===== src/ngnsl_pkg.sv =====
// Package for the nested grid nearest seed labeler.
// Holds shared constants, codes and the front-to-back job type; no dependencies.
`timescale 1ns / 1ps
`default_nettype none
package ngnsl_pkg;
  localparam int SubDefault    = 16;
  localparam int LevelsDefault = 5;
  localparam int SeedsDefault  = 64;
  localparam int IdW     = 21;
  localparam int CoordW  = 32;
  localparam int DistW   = 63;
  localparam int LabelW  = 7;
  localparam int CountW  = 7;
  localparam int ExpW    = 5;
  localparam int IdxW    = 6;

  localparam logic       CMD_LOAD  = 1'b0;
  localparam logic       CMD_LABEL = 1'b1;
  localparam logic [0:0] REG_MIN_EXP    = 1'b0;
  localparam logic [0:0] REG_SEED_COUNT = 1'b1;

  localparam logic [DistW-1:0] DistMax = {DistW{1'b1}};

  // One classified label job handed from the front to the back.
  typedef struct packed {
    logic              covered;
    logic [CoordW-1:0] cx;
    logic [CoordW-1:0] cy;
    logic [CoordW-1:0] cz;
    logic [IdxW:0]     cnt;
  } job_t;
endpackage
`default_nettype wire


===== src/ngnsl_front.sv =====
// Front end: decodes cell ids into cell centres and classifies each word.
// Depends on ngnsl_pkg.
`timescale 1ns / 1ps
`default_nettype none
module ngnsl_front import ngnsl_pkg::*; #(
  parameter int Sub    = SubDefault,
  parameter int Levels = LevelsDefault,
  parameter int Seeds  = SeedsDefault
) (
  input  wire logic                      clk,
  input  wire logic                      rst,
  input  wire logic                      in_valid,
  output logic                           in_ready,
  input  wire logic [IdW-1:0]            cell_id,
  input  wire logic signed [ExpW-1:0]    min_exp,
  input  wire logic [CountW-1:0]         seed_count,
  output logic                           busy,
  output logic                           job_valid,
  input  wire logic                      job_ready,
  output job_t                           job
);
  localparam int SW   = $clog2(Sub) > 0 ? $clog2(Sub) : 1;
  localparam int Per  = Sub * Sub * Sub;
  localparam int LvW  = $clog2(Levels) > 0 ? $clog2(Levels) : 1;

  // Stage 1: split id by multiples (small divides by constants: iterate digits).
  logic [IdW-1:0] r0, r1, r2, r3, r4, r5;
  logic [LvW-1:0] lvl;
  logic [1:0] bk, bj, bi;
  logic [SW-1:0] sk, sj, si;
  logic in_grid;

  always_comb begin
    r0 = cell_id;
    lvl = '0;
    for (int l = 1; l < 8; l++) begin
      if (l < Levels && r0 >= IdW'(l * 64 * Per)) lvl = LvW'(l);
    end
    r1 = r0 - IdW'(int'(lvl) * 64 * Per);
    bk = r1 >= IdW'(48 * Per) ? 2'd3 : r1 >= IdW'(32 * Per) ? 2'd2 :
         r1 >= IdW'(16 * Per) ? 2'd1 : 2'd0;
    r2 = r1 - IdW'(int'(bk) * 16 * Per);
    bj = r2 >= IdW'(12 * Per) ? 2'd3 : r2 >= IdW'(8 * Per) ? 2'd2 :
         r2 >= IdW'(4 * Per) ? 2'd1 : 2'd0;
    r3 = r2 - IdW'(int'(bj) * 4 * Per);
    bi = r3 >= IdW'(3 * Per) ? 2'd3 : r3 >= IdW'(2 * Per) ? 2'd2 :
         r3 >= IdW'(Per) ? 2'd1 : 2'd0;
    r4 = r3 - IdW'(int'(bi) * Per);
    sk = SW'(r4 / IdW'(Sub * Sub));
    r5 = r4 % IdW'(Sub * Sub);
    sj = SW'(r5 / IdW'(Sub));
    si = SW'(r5 % IdW'(Sub));
    in_grid = {11'd0, cell_id} < 32'(Levels * 64 * Per);
  end

  // Registered decode stage.
  logic s1_valid;
  logic s1_cov;
  logic signed [6:0] s1_sh;
  logic [1:0] s1_b [3];
  logic [SW-1:0] s1_s [3];
  logic [IdxW:0] s1_cnt;
  logic s1_ready;
  logic job_take;

  // The job register loads whenever it is empty or being handed on.
  assign job_take = job_ready || !job_valid;
  assign s1_ready = !s1_valid || job_take;
  assign in_ready = s1_ready;
  assign busy = s1_valid || job_valid;

  // Centre for one axis: ((b-2)*2S + 2s + 1) * 2^sh / 2S, rounded half up.
  function automatic logic [CoordW-1:0] centre(input logic [1:0] b,
                                                input logic [SW-1:0] s,
                                                input logic signed [6:0] sh);
    logic signed [SW+4:0] num;
    logic signed [95:0] v;
    logic signed [95:0] q;
    num = (($signed({3'b0, b}) - 5'sd2) * (SW+5)'(2 * Sub))
          + $signed({3'b0, s, 1'b1});
    v = 96'(num);
    if (sh >= 7'sd0) v = v <<< sh;
    // Divide by 2*Sub (a power of two) with rounding: floor((v + Sub) / 2Sub).
    q = (v + 96'(Sub)) >>> (SW + 1);
    if (q > 96'sh7FFFFFFF) centre = 32'h7FFFFFFF;
    else if (q < -96'sh80000000) centre = 32'h80000000;
    else centre = q[CoordW-1:0];
  endfunction

  always_ff @(posedge clk) begin
    if (rst) begin
      s1_valid <= 1'b0;
      job_valid <= 1'b0;
    end else begin
      if (s1_ready) s1_valid <= in_valid && in_grid;
      if (job_take) job_valid <= s1_valid;
    end
    if (s1_ready && in_valid) begin
      s1_cov <= lvl != '0 && (bk == 2'd1 || bk == 2'd2) && (bj == 2'd1 || bj == 2'd2)
                && (bi == 2'd1 || bi == 2'd2);
      s1_sh <= 7'sd16 + 7'(min_exp) + 7'(lvl);
      s1_b[0] <= bi; s1_b[1] <= bj; s1_b[2] <= bk;
      s1_s[0] <= si; s1_s[1] <= sj; s1_s[2] <= sk;
      s1_cnt <= seed_count == '0 ? (IdxW+1)'(1) :
                seed_count > CountW'(Seeds) ? (IdxW+1)'(Seeds) : seed_count;
    end
    if (job_take) begin
      job.covered <= s1_cov;
      job.cx <= centre(s1_b[0], s1_s[0], s1_sh);
      job.cy <= centre(s1_b[1], s1_s[1], s1_sh);
      job.cz <= centre(s1_b[2], s1_s[2], s1_sh);
      job.cnt <= s1_cnt;
    end
  end

  assert property (@(posedge clk) disable iff (rst)
    job_valid && !job_ready |=> job_valid)
    else $error("job dropped while stalled");
  assert property (@(posedge clk) disable iff (rst)
    job_valid |-> job.cnt != '0)
    else $error("empty seed search");
  assert property (@(posedge clk) disable iff (rst)
    in_valid && !in_grid && in_ready |=> !s1_valid)
    else $error("out of grid id kept");
endmodule
`default_nettype wire


===== config.mk =====
export PLATFORM = sky130hd
export DESIGN_NAME = ngnsl_front
export DESIGN_NICKNAME = d
export VERILOG_FILES = /design/src/ngnsl_pkg.sv /design/src/ngnsl_front.sv
export SDC_FILE = /design/constraint.sdc
export NUM_CORES = 1
export LEC_CHECK = 0
export BUFFER_PORTS_ARGS = -buffer_cell sky130_fd_sc_hd__buf_2
export CORE_MARGIN = 1.5
export CORE_UTILIZATION = 55
export CTS_CLUSTER_SIZE = 8
export DETAILED_ROUTE_END_ITERATION = 8
export HOLD_SLACK_MARGIN = 0.05
export PLACE_DENSITY = 0.78
export SLEW_MARGIN = 20
export SYNTH_ARGS = -nofsm -noshare
export SYNTH_HDL_FRONTEND = slang
export SYNTH_SLANG_ARGS = --single-unit

===== constraint.sdc =====
create_clock -name clk -period 7.08 [get_ports clk]
set_clock_uncertainty 0.1 [all_clocks]
set_input_delay 1.062 -clock clk [delete_from_list [all_inputs] [get_ports clk]]
set_output_delay 1.062 -clock clk [all_outputs]
set_load 0.02 [all_outputs]

* After elaboration in Yosys (flattened, before gate mapping)
Memory sizes are Yosys's and may differ from the RTL's.
Cells that the tools add are included.
** Cells by class
- Add/sub/neg operators :: 15
- Order comparisons :: 22
- Eq/ne operators :: 6
- Shifts and indexed selects :: 3
- Muxes and demuxes :: 25
- Reduce and logical (&&, ||, !) cells :: 16
** Operator list (count)
- $mux 96 :: 6
- $add 96x6->96 const B :: 3
- $sshl 9x7->96 :: 3
- $gt 91x32->1 const B :: 3
- $lt 91x32->1 const B :: 3
- $mux 32 :: 3
- $ge 21x14->1 const B :: 2
- $ge 21x16->1 const B :: 2
- $ge 21x18->1 const B :: 2
- $ge 21x20->1 const B :: 2
- $add 8x6->9 :: 3
- $ge 21x13->1 const B :: 1
- $ge 21x15->1 const B :: 1
- $ge 21x17->1 const B :: 1
- $ge 21x19->1 const B :: 1
- $ge 21x21->1 const B :: 1
- $lt 21x21->1 const B :: 1
- $sub 21x16->21 :: 1
- $sub 21x18->21 :: 1
- $sub 21x21->21 :: 1
- $mux 2 :: 8
- $sub 12x1->12 const B :: 1
- $sub 2x2->3 const B :: 3
- $add 6x5->7 const A :: 1
- 14 further kinds :: 33
** Storage, ports and cells
- Flip-flop bits (word level) :: 121
- RAM bits :: 18
- Input port bits :: 37
- Output and inout port bits :: 107
- Word-level logic and storage cells :: 100
- Memories kept :: 2
** Memory list
- s1_s :: words 3, bits a word 4, read ports 3, clocked after Yosys merged registers in 0, write ports 3, RTL line ngnsl_front.sv:61 : logic [SW-1:0] s1_s [3];
- s1_b :: words 3, bits a word 2, read ports 3, clocked after Yosys merged registers in 0, write ports 3, RTL line ngnsl_front.sv:60 : logic [1:0] s1_b [3];

* Longest topological paths before layout
Gate-level depths: netlist of run 1.
- Depth after elaboration :: 23
- Gate-level depth with buffers :: 22
- Mapped depth without buffers :: 22

* Least setup slack after synthesis of run 1
No wires, ideal clock.
- Kind :: input -> register
- From :: input cell_id[18]
- To :: memory s1_b[0][0] (data pin)
- Library setup time :: 265 ps
- Data arrival time :: 4931 ps
- Required time :: 6715 ps
- Slack :: 1784 ps
- Stages :: 20
- Path buffers :: 0
- Path through :: inv_1 nor2_1 ha_1 fa_1 nand3b_1 nor2_1 ha_1 a21oi_1 xor2_1 nand3_1 a21o_1 or3b_2 nand2b_1 ha_1 fa_1 nor2_1 mux2i_1 o21ai_0 nand3_1 or3_1
** RTL lines
- from (decl) :: RTL line ngnsl_front.sv:14 : input wire logic [IdW-1:0] cell_id,
- to (decl) :: RTL line ngnsl_front.sv:60

==> results.ini, run 1 <==
[outcome]
status=complete, no violations

[synth]
synth_seq_cells=138
synth_top_cell_by_area=edfxtp_1
async_flop_share_pct=0
yosysTopAreaCellShare_pct=43.8
syn_nets=1041
synth.most_common_cell=edfxtp_1
yosysSeqAreaShare_pct=44.2
ys_warn_count=0
synth_ff_type=edfxtp_1
syn_inst=989
yosysUniqueCellTypes=78
synth_area_um2=9330
synth_edf_count=136
syn_area_per_cell_um2=9.43
yosys-top-cells-area=edfxtp_1 (44%), o21ai_0 (5.9%), nor2_1 (4.2%)
synth_common_cells=edfxtp_1 (136), o21ai_0 (110), nor2_1 (104)

[route]
wl_um=28000
antenna_left=0
drc=0
drt_iter0_drc=1467
vias=8765
vias_per_cell=6.63
wl_per_cell_um=21.2
first_pass_iters=6

[power]
ir_drop_uv=172
total_power_uw=2680
leakage_uw=0.00404
powerDensity_nw_per_um2=250

[sta]
finalCritPeriodShare_pct=75.9
fin_hold_ws_ps=322
maxSlewViolCount=0
maxSlewHeadroom_pct=28.3
finalSetupTns_ps=0
rsz0062_at_grt=no
worst_pin_slew_ps=1080
hold_viol_final=0
fin_crit_ps=5380
finalSetupViolations=0
timing.fmax_ghz=0.186
finalWorstSetupSlack_ps=1700

[critical_path]
crit_buf_inv=2
cp_top_family=simple AND/OR/NAND/NOR gates
cp.required_ps=7150
critical_path_arrival_ps=5450
cp_max_fo=4
worstSetupPathType=in2reg
slowest_delay_ps=540
slowest_stage=fa_1
start_kind=input port
crit_chain=buf_2, inv_1, nor2_1, ha_1, fa_1, nand3b_1, nor2_1, ha_1, a21oi_1, xor2_1, nand3_1, a21o_1, or3b_2, nand2b_1, ha_1, fa_1, nor2_1, mux2i_1, o21ai_0, nand3_1, or3_1
cp-end-kind=flip-flop

[finish]
nNetsFinal=1141
antenna_cells=0
finalInstanceArea_um2=10700
drive_above_1_share_pct=22.1
fillCellCount=1369
areaGrowthSynthToFinish_pct=14.8

[global_route]
grt_use_total_pct=31.4
overflow=0
grt_pass1_wl_um=43200
antenna_found_initial=0
grt_max_degree=75
first_global_vias=7681

[clock_network]
cts_resized=0
clk_latency_ps=430
cts_max_level=4
numCtsBuffers=17
clkTransAtPathRegs_ps=60
clock_sinks=138
clockBufferDepth=2
cts_tree=built
hold_buffers=0
cts_setup_buffers=0
ctsRootBufferMaster=clkbuf_16

[hold_path]
hold_class=reg2reg

[floorplanning]
start_util_pct=56.2
num_io_pins=144
die-area_um2=17800
coreArea_um2=16600
die_w_um=133
die_height_um=133
rows=47

[placement]
dp_slack_ps=1300
port_buffers=143
dp_hpwl_um=20300
gp_congestion=1.07
place_area_um2=10100

[flow_run]
maxCapViolCount=0

==> path summary, 6_finish.rpt <==
path	slack, ps	start	to	cells past startpoint
hold / removal	320	s1_cnt[0]$_SDFFCE_PP1P_	job[0]$_DFFE_PP_	0
setup / recovery	1700	cell_id[18]	s1_b[0][1]$_DFFE_PP_	21
setup reg to reg	1840	s1_sh[0]$_DFFE_PP_	job[35]$_SDFFCE_PN1P_	8
hold reg to reg	320	s1_cnt[0]$_SDFFCE_PP1P_	job[0]$_DFFE_PP_	0
==> state kept, by name (all words and copies together) (netlist names) <==
| register | count |
|---|---|
| job | 104 |
| s1_b | 6 |
| s1_cnt | 7 |
| s1_sh | 6 |
| job_valid | 1 |
| s1_s | 12 |
| s1_cov | 1 |
| s1_valid | 1 |
==> layout make-up <==
| class | instances | area [µm²] | share of cell area, % |
|---|---|---|---|
| Clock buffer | 17 | 425 | 3.97 |
| Sequential cell | 138 | 4120 | 38.5 |
| Inverter | 33 | 126 | 1.18 |
| Tap cell | 220 | 275 | 2.57 |
| Timing Repair Buffer | 157 | 821 | 7.67 |
| Clock inverter | 15 | 166 | 1.55 |
| Multi-Input combinational cell | 742 | 4770 | 44.5 |
==> cell families after synthesis <==
| group | count (synthesis) | share of synthesized area [%] |
|---|---|---|
| compound gates | 320 | 22.4 |
| xor+xnor | 17 | 1.60 |
| fa+ha+maj | 15 | 2.33 |
| buf+inv | 109 | 4.82 |
| flops | 138 | 44.2 |
| mux | 44 | 6.12 |
| simple gates | 346 | 18.5 |
==> through the flow <==
| step | utilization (%) | cells |
|---|---|---|
| after global placement | 60.9 | 1290 |
| after CTS | 64.5 | 1322 |
| after detailed placement | 60.9 | 1290 |
| final | 64.6 | 1322 |
| after global routing | 64.6 | 1322 |
| after floorplan | - | 989 |
==> power by group <==
part | internal (µW) | leakage (µW) | switching, µW
sequential | 1010 | 0.00136 | 43.7
combinational | 238 | 0.00239 | 497
clock | 525 | 0.000288 | 367
total | 1770 | 0.00404 | 907
==> worst reg2reg max path, cell delays in order (launching register included) <==
cell and delay, ps:
edfxtp_1 1060, clkinv_1 690, mux4_2 660, a21oi_1 230
nor4_1 630, a32oi_1 230, o311ai_0 310, o31a_1 770
a21bo_2 300
==> layout by cell type, fill, tap and decap left out, types with 15 or more instances in the layout <==
cell	n
buf_2	143
edfxtp_1	136
o21ai_0	110
nor2_1	104
nand2_1	79
a21oi_1	47
inv_1	30
nand3_1	30
nor3_1	25
mux2i_1	21
o22ai_1	20
nor2b_1	18
clkbuf_16	17
o31ai_1	16
or2_2	15
==> routing by layer <==
layer | part of all wire (%) | up-vias | track usage [%] | routed length [µm]
li1 | - | 3954 | - | -
met1 | 41 | 4031 | 46.0 | 11600
met2 | 42 | 688 | 44.5 | 11800
met3 | 12 | 92 | 6.85 | 3500
met4 | 4.3 | 0 | 14.4 | 1190
met5 | 0 | - | 0 | 0
Note: power is estimated with default switching activity, not from simulation.
==> run 2: changes to the inputs <==
- clock period: 7.08 -> 5.4 ns (I/O delays scaled with it)
==> run 2 against run 1 <==
Compared with the run above:
- combinational power up 36%
- register-to-register slack worse by 950 ps
- clock-buffer cell count up 1
- sequential power up 32%
- cell count up 2.0%
- largest power group unchanged
==> results.ini, run 2 (synthesis results as in run 1) <==
[floorplanning]
coreArea_um2=16600
die_height_um=133
die_w_um=133
start_util_pct=56.2
die-area_um2=17800
num_io_pins=144
rows=47

[clock_network]
cts_tree=built
clk_latency_ps=430
cts_setup_buffers=0
hold_buffers=0
cts_resized=0
numCtsBuffers=17
clock_sinks=138
clkTransAtPathRegs_ps=60
cts_max_level=4
clockBufferDepth=2
ctsRootBufferMaster=clkbuf_16

[finish]
final_cell_mix=buf_2 (143), edfxtp_1 (136), o21ai_0 (110), nor2_1 (104), nand2_1 (79)
areaGrowthSynthToFinish_pct=16.9
mostFrequentLayoutCell=buf_2
drive_above_1_share_pct=23.9
antenna_cells=0
largest_reg_flops=104
top_regs=job x104, s1_s x12, s1_cnt x7
instances_no_fill=1349
final_util_pct=65.7
largest-register=job
nNetsFinal=1168

[sta]
maxSlewViolCount=0
fin_crit_ps=5060
finalSetupTns_ps=0
hold_viol_final=0
worst_pin_slew_ps=1020
finalWorstSetupSlack_ps=341
finalSetupViolations=0
fin_hold_ws_ps=322
timing.fmax_ghz=0.198
finalCritPeriodShare_pct=93.7
rsz0062_at_grt=no
maxSlewHeadroom_pct=31.7

[global_route]
first_global_vias=7908
grt_pass1_wl_um=44500
grt_max_degree=66
antenna_found_initial=0
grt_use_total_pct=32.6
overflow=0

[route]
drt_iter0_drc=1355
drc=0
wl_um=29100
vias_per_cell=6.58
vias=8881
antenna_left=0
first_pass_iters=6
wl_per_cell_um=21.6

[critical_path]
crit_buf_inv=3
start_kind=input port
cp_top_family=simple AND/OR/NAND/NOR gates
slowest_stage=or3b_2
cp.required_ps=5480
crit_chain=buf_2, inv_1, nor2_1, ha_1, fa_1, nand3b_1, nand2b_1, ha_1, inv_1, fa_1, nor2_1, nand2_1, a21o_1, or3b_2, nand2b_1, ha_1, fa_1, nor2_1, mux2i_1, o21ai_0, nand3_1, or3_1
critical_path_arrival_ps=5130
slowest_delay_ps=500
cp_max_fo=4
cp-end-kind=flip-flop
worstSetupPathType=in2reg

[power]
ir_drop_uv=217
leakage_uw=0.00416
powerDensity_nw_per_um2=322

[placement]
dp_cells=1317
dp_hpwl_um=21200
dp_slack_ps=-50.5
port_buffers=143
gp_congestion=1.03

[hold_path]
hold_class=reg2reg

[flow_run]
maxCapViolCount=0

[outcome]
status=complete, no violations

## run 2: stage by stage
step | instance area, µm² | total power, µW
3_5_place_dp | 10300 | 2370
5_1_grt | 10900 | 3620
4_1_cts | 10900 | 3490
2_1_floorplan | 9330 | 2040
6_report | 10900 | 3510
3_3_place_gp | 10300 | 2360
## run 2: cell type report
class,count,area (µm²)
tap,220,275
multi-input combinational,742,4760
inverter,33,126
clock buffer,18,429
clock inverter,14,138
sequential,138,4120
timing repair buffer,184,1050
fill,1354,5680
## run 2: path summary, 6_finish.rpt
check | slack (ps) | from | endpoint | cells after the start
setup / recovery | 340 | cell_id[18] | s1_b[0][0]$_DFFE_PP_ | 22
hold / removal | 320 | s1_cnt[0]$_SDFFCE_PP1P_ | job[0]$_DFFE_PP_ | 0
setup reg to reg | 890 | s1_sh[1]$_DFFE_PP_ | job[43]$_SDFFCE_PN1P_ | 11
hold reg to reg | 320 | s1_cnt[0]$_SDFFCE_PP1P_ | job[0]$_DFFE_PP_ | 0
## run 2: power by group
part / leakage, µW / switching (µW) / internal (µW)
Clock: 0.000267 / 483 / 642
Sequential: 0.00136 / 64.0 / 1320
Combinational: 0.00253 / 662 / 335
## run 2: per-layer routing
| layer | GRT usage, % | share of wire (%) | vias up |
|---|---|---|---|
| met1 | 47.7 | 41 | 4089 |
| met5 | 0 | 0 | - |
| met3 | 6.16 | 12 | 104 |
| li1 | - | - | 4008 |
| met2 | 47.2 | 43 | 680 |
| met4 | 15.0 | 4.2 | 0 |
